## src/hw/rtl/mlfd_pkg.sv

```systemverilog
// shared types and constants for the magic-length frame demux
// no dependencies
`default_nettype none

package mlfd_pkg;

    localparam int LEN_W = 12;
    localparam int BYTE_W = 8;
    localparam logic [LEN_W-1:0] MAX_PAYLOAD_RST = 12'd4088;

    typedef enum logic [1:0] {
        KIND_CONSOLE = 2'd0,
        KIND_HEADER  = 2'd1,
        KIND_PAYLOAD = 2'd2,
        KIND_DROP    = 2'd3
    } t_kind;

    typedef enum logic [1:0] {
        PH_HUNT = 2'd0,
        PH_LEN  = 2'd1,
        PH_PAY  = 2'd2
    } t_phase;

    // one classified request: held magic bytes to release, then optionally one more result
    typedef struct packed {
        logic [1:0]        rel;
        logic              cur;
        t_kind             kind;
        logic [BYTE_W-1:0] value;
        logic [LEN_W-1:0]  flen;
        logic              fend;
    } t_cmd;

    typedef struct packed {
        t_kind             kind;
        logic [BYTE_W-1:0] value;
        logic [LEN_W-1:0]  flen;
        logic              fend;
        logic              run_last;
    } t_res;

    function automatic logic [BYTE_W-1:0] magic_byte(input logic [1:0] idx);
        logic [BYTE_W-1:0] b;
        begin
            case (idx)
                2'd0:    b = 8'h50;
                2'd1:    b = 8'h4F;
                2'd2:    b = 8'h4B;
                default: b = 8'h45;
            endcase
            return b;
        end
    endfunction

endpackage

`default_nettype wire

```

## src/hw/rtl/mlfd_queue.sv

```systemverilog
// small first-in first-out queue of packed words
// no package dependencies
`default_nettype none

module mlfd_queue #(
    parameter int DEPTH = 4,
    parameter int WIDTH = 8
) (
    input  wire logic             i_clk,
    input  wire logic             i_rst_n,
    input  wire logic             i_push,
    input  wire logic [WIDTH-1:0] i_data,
    output logic                  o_full,
    input  wire logic             i_pop,
    output logic [WIDTH-1:0]      o_data,
    output logic                  o_empty
);

    localparam int PW = (DEPTH > 1) ? $clog2(DEPTH) : 1;
    localparam int CW = $clog2(DEPTH + 1);
    localparam logic [PW-1:0] LAST_P = PW'(DEPTH - 1);
    localparam logic [CW-1:0] DEPTH_C = CW'(DEPTH);

    logic [WIDTH-1:0] r_mem [DEPTH];
    logic [PW-1:0]    r_wp, n_wp, r_rp, n_rp;
    logic [CW-1:0]    r_cnt, n_cnt;
    logic             do_push, do_pop;

    assign o_full  = (r_cnt == DEPTH_C);
    assign o_empty = (r_cnt == '0);
    assign do_push = i_push & ~o_full;
    assign do_pop  = i_pop & ~o_empty;
    assign o_data  = r_mem[r_rp];

    always_comb begin
        n_wp  = r_wp;
        n_rp  = r_rp;
        n_cnt = r_cnt;
        if (do_push) begin
            n_wp = (r_wp == LAST_P) ? '0 : r_wp + 1'b1;
        end
        if (do_pop) begin
            n_rp = (r_rp == LAST_P) ? '0 : r_rp + 1'b1;
        end
        if (do_push && !do_pop) begin
            n_cnt = r_cnt + 1'b1;
        end else if (do_pop && !do_push) begin
            n_cnt = r_cnt - 1'b1;
        end
    end

    always_ff @(posedge i_clk) begin
        if (!i_rst_n) begin
            r_wp  <= '0;
            r_rp  <= '0;
            r_cnt <= '0;
        end else begin
            r_wp  <= n_wp;
            r_rp  <= n_rp;
            r_cnt <= n_cnt;
        end
    end

    always_ff @(posedge i_clk) begin
        if (do_push) begin
            r_mem[r_wp] <= i_data;
        end
    end

endmodule

`default_nettype wire

```

## src/hw/rtl/mlfd_front.sv

```systemverilog
// front end: takes received bytes, tracks magic/length/payload, emits requests
// depends on mlfd_pkg
`default_nettype none

module mlfd_front (
    input  wire logic                      i_clk,
    input  wire logic                      i_rst_n,
    input  wire logic                      i_cfg_we,
    input  wire logic [mlfd_pkg::LEN_W-1:0] i_cfg_data,
    input  wire logic                      i_push,
    input  wire logic [7:0]                i_rx_byte,
    input  wire logic                      i_cmd_full,
    output logic                           o_cmd_push,
    output mlfd_pkg::t_cmd                 o_cmd
);
    import mlfd_pkg::*;

    logic [LEN_W-1:0] r_max;
    t_phase           r_phase, n_phase;
    logic [1:0]       r_held, n_held;
    logic [1:0]       r_seen, n_seen;
    logic [LEN_W-1:0] r_len_lo, n_len_lo;
    logic             r_len_hi, n_len_hi;
    logic [LEN_W-1:0] r_left, n_left;
    logic             accept;
    logic             hi_all;

    assign accept = i_push & ~i_cmd_full;

    always_comb begin
        n_phase    = r_phase;
        n_held     = r_held;
        n_seen     = r_seen;
        n_len_lo   = r_len_lo;
        n_len_hi   = r_len_hi;
        n_left     = r_left;
        o_cmd_push = 1'b0;
        o_cmd      = '0;
        hi_all     = r_len_hi | (i_rx_byte != 8'd0);
        case (r_phase)
            PH_LEN: begin
                n_seen = r_seen + 2'd1;
                case (r_seen)
                    2'd0: n_len_lo[7:0] = i_rx_byte;
                    2'd1: begin
                        n_len_lo[11:8] = i_rx_byte[3:0];
                        n_len_hi       = r_len_hi | (i_rx_byte[7:4] != 4'd0);
                    end
                    2'd2: n_len_hi = hi_all;
                    default: begin
                        n_len_lo   = '0;
                        n_len_hi   = 1'b0;
                        n_held     = 2'd0;
                        o_cmd_push = 1'b1;
                        o_cmd.cur  = 1'b1;
                        if (hi_all || (r_len_lo > r_max)) begin
                            o_cmd.kind = KIND_DROP;
                            n_phase    = PH_HUNT;
                        end else if (r_len_lo == '0) begin
                            o_cmd.kind = KIND_HEADER;
                            o_cmd.fend = 1'b1;
                            n_phase    = PH_HUNT;
                        end else begin
                            o_cmd.kind = KIND_HEADER;
                            o_cmd.flen = r_len_lo;
                            n_left     = r_len_lo;
                            n_phase    = PH_PAY;
                        end
                    end
                endcase
            end
            PH_PAY: begin
                n_left      = r_left - 1'b1;
                o_cmd_push  = 1'b1;
                o_cmd.cur   = 1'b1;
                o_cmd.kind  = KIND_PAYLOAD;
                o_cmd.value = i_rx_byte;
                o_cmd.fend  = (n_left == '0);
                if (n_left == '0) begin
                    n_phase = PH_HUNT;
                end
            end
            default: begin
                n_phase = PH_HUNT;
                if (i_rx_byte == magic_byte(r_held)) begin
                    if (r_held == 2'd3) begin
                        n_phase  = PH_LEN;
                        n_held   = 2'd0;
                        n_seen   = 2'd0;
                        n_len_lo = '0;
                        n_len_hi = 1'b0;
                    end else begin
                        n_held = r_held + 2'd1;
                    end
                end else begin
                    o_cmd.rel  = r_held;
                    o_cmd.kind = KIND_CONSOLE;
                    if (i_rx_byte == magic_byte(2'd0)) begin
                        // restart the match on this byte, only the held ones go out
                        n_held     = 2'd1;
                        o_cmd_push = 1'b1;
                    end else begin
                        n_held      = 2'd0;
                        o_cmd_push  = 1'b1;
                        o_cmd.cur   = 1'b1;
                        o_cmd.value = i_rx_byte;
                    end
                end
            end
        endcase
        // a request leaves only with an accepted byte
        o_cmd_push = o_cmd_push & accept;
    end

    always_ff @(posedge i_clk) begin
        if (!i_rst_n) begin
            r_max    <= MAX_PAYLOAD_RST;
            r_phase  <= PH_HUNT;
            r_held   <= 2'd0;
            r_seen   <= 2'd0;
            r_len_lo <= '0;
            r_len_hi <= 1'b0;
            r_left   <= '0;
        end else begin
            if (i_cfg_we) begin
                r_max <= i_cfg_data;
            end
            if (accept) begin
                r_phase  <= n_phase;
                r_held   <= n_held;
                r_seen   <= n_seen;
                r_len_lo <= n_len_lo;
                r_len_hi <= n_len_hi;
                r_left   <= n_left;
            end
        end
    end

endmodule

`default_nettype wire

```

## src/hw/rtl/mlfd_back.sv

```systemverilog
// back end: expands one request into its results, one per cycle while a request waits and the result queue has room
// depends on mlfd_pkg
`default_nettype none

module mlfd_back (
    input  wire logic           i_clk,
    input  wire logic           i_rst_n,
    input  wire logic           i_cmd_empty,
    input  wire mlfd_pkg::t_cmd i_cmd,
    output logic                o_cmd_pop,
    input  wire logic           i_res_full,
    output logic                o_res_push,
    output mlfd_pkg::t_res      o_res
);
    import mlfd_pkg::*;

    logic [1:0] r_idx, n_idx;
    logic       go;

    assign go = ~i_cmd_empty & ~i_res_full;

    always_comb begin
        n_idx      = r_idx;
        o_cmd_pop  = 1'b0;
        o_res_push = go;
        o_res      = '0;
        if (r_idx < i_cmd.rel) begin
            o_res.kind     = KIND_CONSOLE;
            o_res.value    = magic_byte(r_idx);
            o_res.run_last = (r_idx == i_cmd.rel - 2'd1) & ~i_cmd.cur;
        end else begin
            o_res.kind     = i_cmd.kind;
            o_res.value    = i_cmd.value;
            o_res.flen     = i_cmd.flen;
            o_res.fend     = i_cmd.fend;
            o_res.run_last = 1'b1;
        end
        if (go) begin
            if (o_res.run_last) begin
                o_cmd_pop = 1'b1;
                n_idx     = 2'd0;
            end else begin
                n_idx = r_idx + 2'd1;
            end
        end
    end

    always_ff @(posedge i_clk) begin
        if (!i_rst_n) begin
            r_idx <= 2'd0;
        end else begin
            r_idx <= n_idx;
        end
    end

endmodule

`default_nettype wire

```

## src/hw/rtl/magic_length_frame_demux.sv

```systemverilog
// top level of the magic-length frame demux: front end, request queue, back end, result queue
// depends on mlfd_pkg, mlfd_queue, mlfd_front, mlfd_back
`default_nettype none

// Splits a received byte stream into framed messages and console bytes. A frame is the
// four magic bytes 50 4F 4B 45 hex, a 32-bit little-endian payload length, then the payload.
// Both sides look like a queue: push a byte while full is low, pop results while empty
// is low. Each result carries kind (console, header, payload, dropped header), the byte, the
// frame length on headers, a frame end flag and run_last, which marks the final result caused
// by one input byte. One byte is accepted per cycle while full is low; results pass through
// the request queue and the result queue. A byte that breaks a partial magic match causes up
// to four results; the back end emits one per cycle while the result queue has room, and the
// request queue of CMD_DEPTH entries absorbs that burst. The max_payload register resets to
// 4088 and must be written only while idle.
module magic_length_frame_demux #(
    parameter int CMD_DEPTH = 4,
    parameter int OUT_DEPTH = 4
) (
    input  wire logic                       i_clk,
    input  wire logic                       i_rst_n,
    // config: max payload length
    input  wire logic                       i_cfg_we,
    input  wire logic [mlfd_pkg::LEN_W-1:0] i_cfg_data,
    // byte input
    input  wire logic                       push,
    input  wire logic [7:0]                 i_rx_byte,
    output logic                            full,
    // result output
    output logic                            empty,
    input  wire logic                       pop,
    output logic [1:0]                      o_kind,
    output logic [7:0]                      o_value,
    output logic [11:0]                     o_frame_length,
    output logic                            o_frame_end,
    output logic                            o_run_last
);
    import mlfd_pkg::*;

    localparam int CMD_W = $bits(t_cmd);
    localparam int RES_W = $bits(t_res);

    // front to request queue
    t_cmd             cmd_in, cmd_head;
    logic [CMD_W-1:0] cmd_in_vec, cmd_head_vec;
    logic             cmd_push, cmd_full, cmd_empty, cmd_pop;

    // back to result queue
    t_res             res_in, res_head;
    logic [RES_W-1:0] res_in_vec, res_head_vec;
    logic             res_push, res_full;

    assign full = cmd_full;

    mlfd_front u_front (
        .i_clk      (i_clk),
        .i_rst_n    (i_rst_n),
        .i_cfg_we   (i_cfg_we),
        .i_cfg_data (i_cfg_data),
        .i_push     (push),
        .i_rx_byte  (i_rx_byte),
        .i_cmd_full (cmd_full),
        .o_cmd_push (cmd_push),
        .o_cmd      (cmd_in)
    );

    assign cmd_in_vec = cmd_in;

    // requests waiting for expansion
    mlfd_queue #(
        .DEPTH (CMD_DEPTH),
        .WIDTH (CMD_W)
    ) u_cmd_q (
        .i_clk   (i_clk),
        .i_rst_n (i_rst_n),
        .i_push  (cmd_push),
        .i_data  (cmd_in_vec),
        .o_full  (cmd_full),
        .i_pop   (cmd_pop),
        .o_data  (cmd_head_vec),
        .o_empty (cmd_empty)
    );

    assign cmd_head = t_cmd'(cmd_head_vec);

    mlfd_back u_back (
        .i_clk       (i_clk),
        .i_rst_n     (i_rst_n),
        .i_cmd_empty (cmd_empty),
        .i_cmd       (cmd_head),
        .o_cmd_pop   (cmd_pop),
        .i_res_full  (res_full),
        .o_res_push  (res_push),
        .o_res       (res_in)
    );

    assign res_in_vec = res_in;

    // finished results, decouples the consumer from the back end
    mlfd_queue #(
        .DEPTH (OUT_DEPTH),
        .WIDTH (RES_W)
    ) u_res_q (
        .i_clk   (i_clk),
        .i_rst_n (i_rst_n),
        .i_push  (res_push),
        .i_data  (res_in_vec),
        .o_full  (res_full),
        .i_pop   (pop),
        .o_data  (res_head_vec),
        .o_empty (empty)
    );

    assign res_head       = t_res'(res_head_vec);
    assign o_kind         = res_head.kind;
    assign o_value        = res_head.value;
    assign o_frame_length = res_head.flen;
    assign o_frame_end    = res_head.fend;
    assign o_run_last     = res_head.run_last;

endmodule

`default_nettype wire
```

## config.mk

```make
export PLATFORM = sky130hd
export DESIGN_NAME = magic_length_frame_demux
export DESIGN_NICKNAME = d
export VERILOG_FILES = /design/src/hw/rtl/mlfd_pkg.sv /design/src/hw/rtl/mlfd_queue.sv /design/src/hw/rtl/mlfd_front.sv /design/src/hw/rtl/mlfd_back.sv /design/src/hw/rtl/magic_length_frame_demux.sv
export SDC_FILE = /design/constraint.sdc
export NUM_CORES = 1
export LEC_CHECK = 0
export ABC_AREA = 0
export ABC_CLOCK_PERIOD_IN_PS = 4700
export BUFFER_PORTS_ARGS = -buffer_cell sky130_fd_sc_hd__buf_2
export CORE_MARGIN = 2
export CORE_UTILIZATION = 50
export DETAILED_ROUTE_END_ITERATION = 12
export PLACE_DENSITY_LB_ADDON = 0.1
export SETUP_SLACK_MARGIN = 0.02
export SYNTH_ARGS = -nofsm -noshare
export SYNTH_HDL_FRONTEND = slang
export SYNTH_SLANG_ARGS = --single-unit
export TNS_END_PERCENT = 30
```

## constraint.sdc

```tcl
create_clock -name i_clk -period 4.7 [get_ports i_clk]
set_input_delay 0.705 -clock i_clk [delete_from_list [all_inputs] [get_ports i_clk]]
set_output_delay 0.705 -clock i_clk [all_outputs]
set_load 0.02 [all_outputs]
```

Yosys cells after proc, flatten, opt, wreduce, memory -nomap -nowiden
Memories as Yosys holds them, arrays and structs flattened. A register that Yosys moved wholly into a read port is not among the register bits. Index checks and enable logic that the tools add are counted.

$add $sub $neg: 13. Order comparisons: 2. Equal/unequal tests: 25. Mux-type cells: 70. Bitwise logic cells: 16. Reduce and logical (&&, ||, !) cells: 34.

Operator list (count): $mux W12 (7); $mux W13 (4); $pmux W12 S2 (2); $mux W2 (21); $pmux W8 S2 (2); $pmux W5 S3 (2); $logic_not A12 Y1 (2); $reduce_and A5 Y1 (4); $eq A2 B2 Y1 const B (9); $mux W8 (2); $mux W1 (15); $mux W3 (5); $add A2 B1 Y2 const B (7); $gt A12 B12 Y1 (1); $ne A2 B2 Y1 const B (6); $pmux W2 S2 (3); $sub A12 B1 Y12 const B (1); $mux W10 (1); $reduce_bool A2 Y1 (5); $and A1 B1 Y1 (8); $eq A2 B1 Y1 const B (4); $eq A8 B7 Y1 const B (1); $eq A8 B8 Y1 (1); $pmux W4 S2 (1); 23 further kinds (46).

Bits in registers: 59. Memory bits (writable): 200. Bits of input ports: 25. Memories: 2.

Memory list: u_cmd_q.r_mem (depth 4, width 26, rd ports 1, clocked after Yosys merged registers in 1, write ports 1, RTL line mlfd_queue.sv:24) `logic [WIDTH-1:0] r_mem [DEPTH];`; u_res_q.r_mem (depth 4, width 24, rd ports 1, clocked after Yosys merged registers in 1, write ports 1, RTL line mlfd_queue.sv:24).

Depth between registers and ports, before layout
Depth after elaboration: 12. Mapped depth: 14. Depth with buffers taken out: 13.

Modules after synthesis
Synthesis repeated with hierarchy kept, for this count alone.

Cells, all modules: 804. Area total of the unflattened synthesis: 11683.7 µm².

Modules (own cells, without submodules): mlfd_queue at u_cmd_q (instances 1, cells an instance 187, area each 4277.9 µm², sequential area each 3303.2 µm²); mlfd_queue at u_res_q (instances 1, cells an instance 177, area each 3966.3 µm², sequential area each 3062.9 µm²); mlfd_front (instances 1, cells an instance 386, area each 3017.9 µm², sequential area each 860.8 µm²); mlfd_back (instances 1, cells an instance 54, area each 421.7 µm², sequential area each 40.0 µm²).

Least setup slack after synthesis
Ideal clock, no wire load.

Kind: register to register. Start point: reg with a tool-made name. End point: reg u_cmd_q.r_cnt[2]. Setup time: 70 ps. Arrival: 3214 ps. Data required time: 4630 ps. Path slack: 1416 ps. Cell stages (with the launch flop): 14. Buffers on the path: 1. Clock period less this slack: 3284 ps. Cells stage by stage: dfxtp_1 buf_4 mux4_2 inv_1 ha_1 a21oi_1 nand2_1 nand2_1 ha_1 inv_1 fa_1 xor2_1 or3_1 a21oi_1.

RTL lines: end signal: assignment (RTL line mlfd_queue.sv:60) `r_cnt <= n_cnt;`; end: declaration (RTL line mlfd_queue.sv:26) `logic [CW-1:0] r_cnt, n_cnt;`.

Final worst setup path
Start point: reg u_front.r_phase[0]. End point: reg u_cmd_q.r_cnt[2].

Cells in the longest elaborated chain, start to end: 7. Elaborated cells on any way between the ends: 10. Classes of those cells: eq/ne (2); mux (2); bitwise (2); reduce/logical (4).

RTL lines: start: declaration (RTL line mlfd_front.sv:19) `t_phase r_phase, n_phase;`; start signal: assignment (RTL line mlfd_front.sv:129) `r_phase <= n_phase;`; $eq A2 B2 Y1 or $eq A2 B1 Y1 (tied branches) (RTL line mlfd_front.sv:40) `case (r_phase)`; $pmux W1 S2 * (RTL line mlfd_front.sv:40); $and A1 B1 Y1 * (RTL line mlfd_front.sv:112) `o_cmd_push = o_cmd_push & accept;`; $and A1 B1 Y1 * (RTL line mlfd_queue.sv:31) `assign do_push = i_push & ~o_full;`; $logic_not A1 Y1 (RTL line mlfd_queue.sv:47) `end else if (do_pop && !do_push) begin`; $logic_and A1 B1 Y1 (RTL line mlfd_queue.sv:47); $reduce_bool A2 Y1 (no line).

Mark *: on every way between the ends. The rest lies on a longest branch, timed or not. A chain may end at the register's enable or synchronous reset.

==> key figures <==
Timing
  – Relative slew slack: 0.409
  – Slew Viols, Final: 0
  – Setup violators final: 0
  – Worst setup margin: 1300 ps
  – Least-Margin Pin Slew: 887 ps
  – Final Hold Vio Count: 0
  – Total negative slack: 0 ps
  – Tcrit/Tclk final: 0.723
  – RSZ-0062 raised after global routing: no
  – Setup Skew: 16.3 ps
  – Min Hold Slack: 393 ps
  – Max Fclk: 294 MHz
  – Shortest period the worst path allows: ~3400 ps

Global routing
  – Largest net degree at the start of global routing: 41
  – Gr usage total: 0.192
  – First-pass GRT wire length: around 37,000 um
  – Initial antenna violation count: 0
  – Grt total ovfl: 0
  – Vias in the first global route: 6,913

Worst setup path
  – WS Path Type: reg2reg
  – Critical Path Start Type: register
  – Critical Path RT: 5150 ps
  – CP Capture Type: register
  – Worst R2R Setup Slack: 1300 ps
  – Worst-path fanout max: 25
  – Crit path arrival time: roughly 3800 ps

Cells and area
  – Fin cells: between 1,000 and 1,500
  – Diodes inserted: 0
  – Final nets: 926
  – Layout cell share with drive strength beyond 1: 0.203
  – Synthesis-to-layout area growth: 13.8%

Die
  – I/O pins: between 50 and 60
  – Placeable Area: 22,600 um^2
  – Die Y: between 150 and 200 um
  – DIE AREA: 24,100 um^2
  – Starting Density: 0.506
  – Row count: 55
  – Width of the die: between 150 and 200 um

Synth
  – Synth Cell Area: roughly 11,000 um^2
  – Synth Area in Adders: 0.0473
  – Simple logic cell fraction of the synthesized area: 0.105
  – Top cell type's share of synthesized area: 0.525
  – Synth area leaders: edfxtp_1, dfxtp_1, mux4_2
  – Ys async rst share: 0
  – Mapped Cells: 801
  – Multiplexer share of the synthesized area: 0.115
  – XOR/XNOR Fraction of Synth Area: 0.00810
  – Syn_area_per_cell: 14.3 um^2
  – Synth area leader: edfxtp_1
  – Register area share after synthesis: 0.636
  – Largest family of logic cells by synthesized area: multiplexers
  – Compound-gate portion of the synthesized area: 0.0617
  – Yosys reg bits: 263
  – Warnings from Yosys: 0
  – Number of synthesized flops with an enable pin: 200
  – Commonest cells in the netlist: edfxtp_1, dfxtp_1, nand2_1
  – Most frequent cell after synthesis: edfxtp_1
  – Post-synth top flop: edfxtp_1
  – Yosys cell types: 62
  – Post-Synthesis Net Count: 868

Power
  – Worst VDD drop: 0.261 mV
  – PD cells: 546 nW/um^2
  – Leak: ~4.6 nW

Clocking
  – CTS tree: yes
  – Sink Count: 263
  – Clock buffer count from CTS: 28
  – Cts-stage hold buffer count: 0
  – Post-CTS Setup Inserts: 0
  – Clock slew at reported path FFs: about 60 ps
  – Worst-skew pair later-pin latency: 530 ps
  – Clk buf depth: 3
  – Post-CTS Resized: 0
  – Root Buffer: clkbuf_16
  – H-tree depth: 1

Status
  – Status: finished clean

Place
  – HPWL after DPL: 15,100 um
  – Dpl cells: 1,114
  – Worst slack, placed: about 1300 ps
  – IO buf count: 50
  – RePlAce Congestion: 0.865

Min path
  – Worst Hold Class: in2reg

Route
  – WL per Instance: 19.2 um
  – Total length of routed wires: 22,400 um
  – Vias per cell: 5.75
  – Antenna Violating Nets Remaining: 0
  – DRT Pass-1 Iters: 5
  – Vias: approximately 6,700
  – DRC errors left: 0
  – Drt first-iter violations: 460

Job
  – Maxcap violations: 0
==> placed cells by master (no fill, tap or decap), types with 5 or more instances in the layout <==
cell type	netlist	routed
edfxtp_1	200	200
dfxtp_1	63	63
nand2_1	54	54
mux4_2	50	50
buf_2	1	50
ha_1	40	40
nor2_1	39	39
inv_1	38	38
a21oi_1	37	36
clkbuf_16	0	29
nor2b_1	25	25
nand3_1	22	22
and2_1	21	21
o21ai_0	20	20
mux2i_1	17	17
buf_4	2	17
nand4_1	15	15
nor3_1	12	12
o211ai_1	10	10
nand2b_1	9	9
or3_1	7	7
nor4_1	7	7
bufinv_16	0	6
a31oi_1	5	5
xor2_1	5	5
a31o_2	5	5
==> sequential cells by signal, summed over array words and instances (netlist names), named ones only <==
register	count
u_res_q.r_wp	2
u_front.r_len_lo	12
u_front.r_left	12
u_cmd_q.r_mem	104
u_front.r_len_hi	1
u_cmd_q.r_rp	2
u_cmd_q.r_wp	2
u_front.r_held	2
u_back.r_idx	2
u_front.r_seen	2
u_res_q.r_rp	2
u_res_q.r_cnt	3
u_cmd_q.r_cnt	3
u_front.r_phase	2
u_front.r_max	12
u_res_q.r_mem	96
==> area by class of cell <==
cell class	instances	area, um^2
clock buffers	33	741
clock inverters	19	255
fillers	1805	9560
inverters	39	146
multi-input cells	460	3860
flip-flops and latches	263	7270
well taps	285	357
repair buffers	67	378
==> cells by family (layout without fill, tap and decap cells) <==
kind of cell	count (synthesis)	count (layout)
flip-flops	263	263
multiplexers	69	69
AND/OR/NAND/NOR	231	231
XOR/XNOR	9	9
AO/OA/AOI/OAI	109	109
buffers and inverters	78	158
adder cells (fa/ha/maj)	42	42
==> where the power goes <==
| group | switching, mW | total (mW) | leakage, nW | internal, mW |
|---|---|---|---|---|
| Clock | 0.871 | 2.33 | 0.472 | 1.45 |
| Sequential | 0.113 | 3.15 | 2.36 | 3.04 |
| Combinational | 0.972 | 1.63 | 1.81 | 0.658 |
==> stage by stage <==
| stage | util | power (mW) | area, um^2 |
|---|---|---|---|
| global route | 0.576 | 7.47 | 13000 |
| finish | 0.576 | 7.10 | 13000 |
| global placement | 0.532 | 4.79 | 12000 |
| floorplan | - | 4.34 | 11400 |
| CTS | 0.576 | 7.20 | 13000 |
| detailed placement | 0.532 | 4.87 | 12000 |
==> final timing paths <==
path | start | endpoint | depth (start not counted)
min | i_cfg_data[9] | u_front.r_max[9] | 3
min reg2reg | u_front.r_phase[1] | u_front.r_phase[1] | 2
max | u_front.r_phase[0] | u_cmd_q.r_cnt[2] | 10
max reg2reg | u_front.r_phase[0] | u_cmd_q.r_cnt[2] | 10
==> worst max-delay path, stage by stage, from the launching register on <==
cell,delay (ps)
dfxtp_1,360
ha_1,700
nand2_1,330
nor2_1,320
o21ba_2,280
ha_1,230
inv_1,70
fa_1,390
xor2_1,190
or3_1,310
a21oi_1,150
==> layer usage <==
layer | track usage | vias to the layer above | routed length (um)
met5 | 0 | - | 0
met3 | 0.0357 | 36 | 1100
met2 | 0.325 | 148 | 10800
met1 | 0.256 | 3371 | 9980
met4 | 0.0555 | 0 | 469
li1 | - | 3151 | -
(Power assumes the default switching activity.)
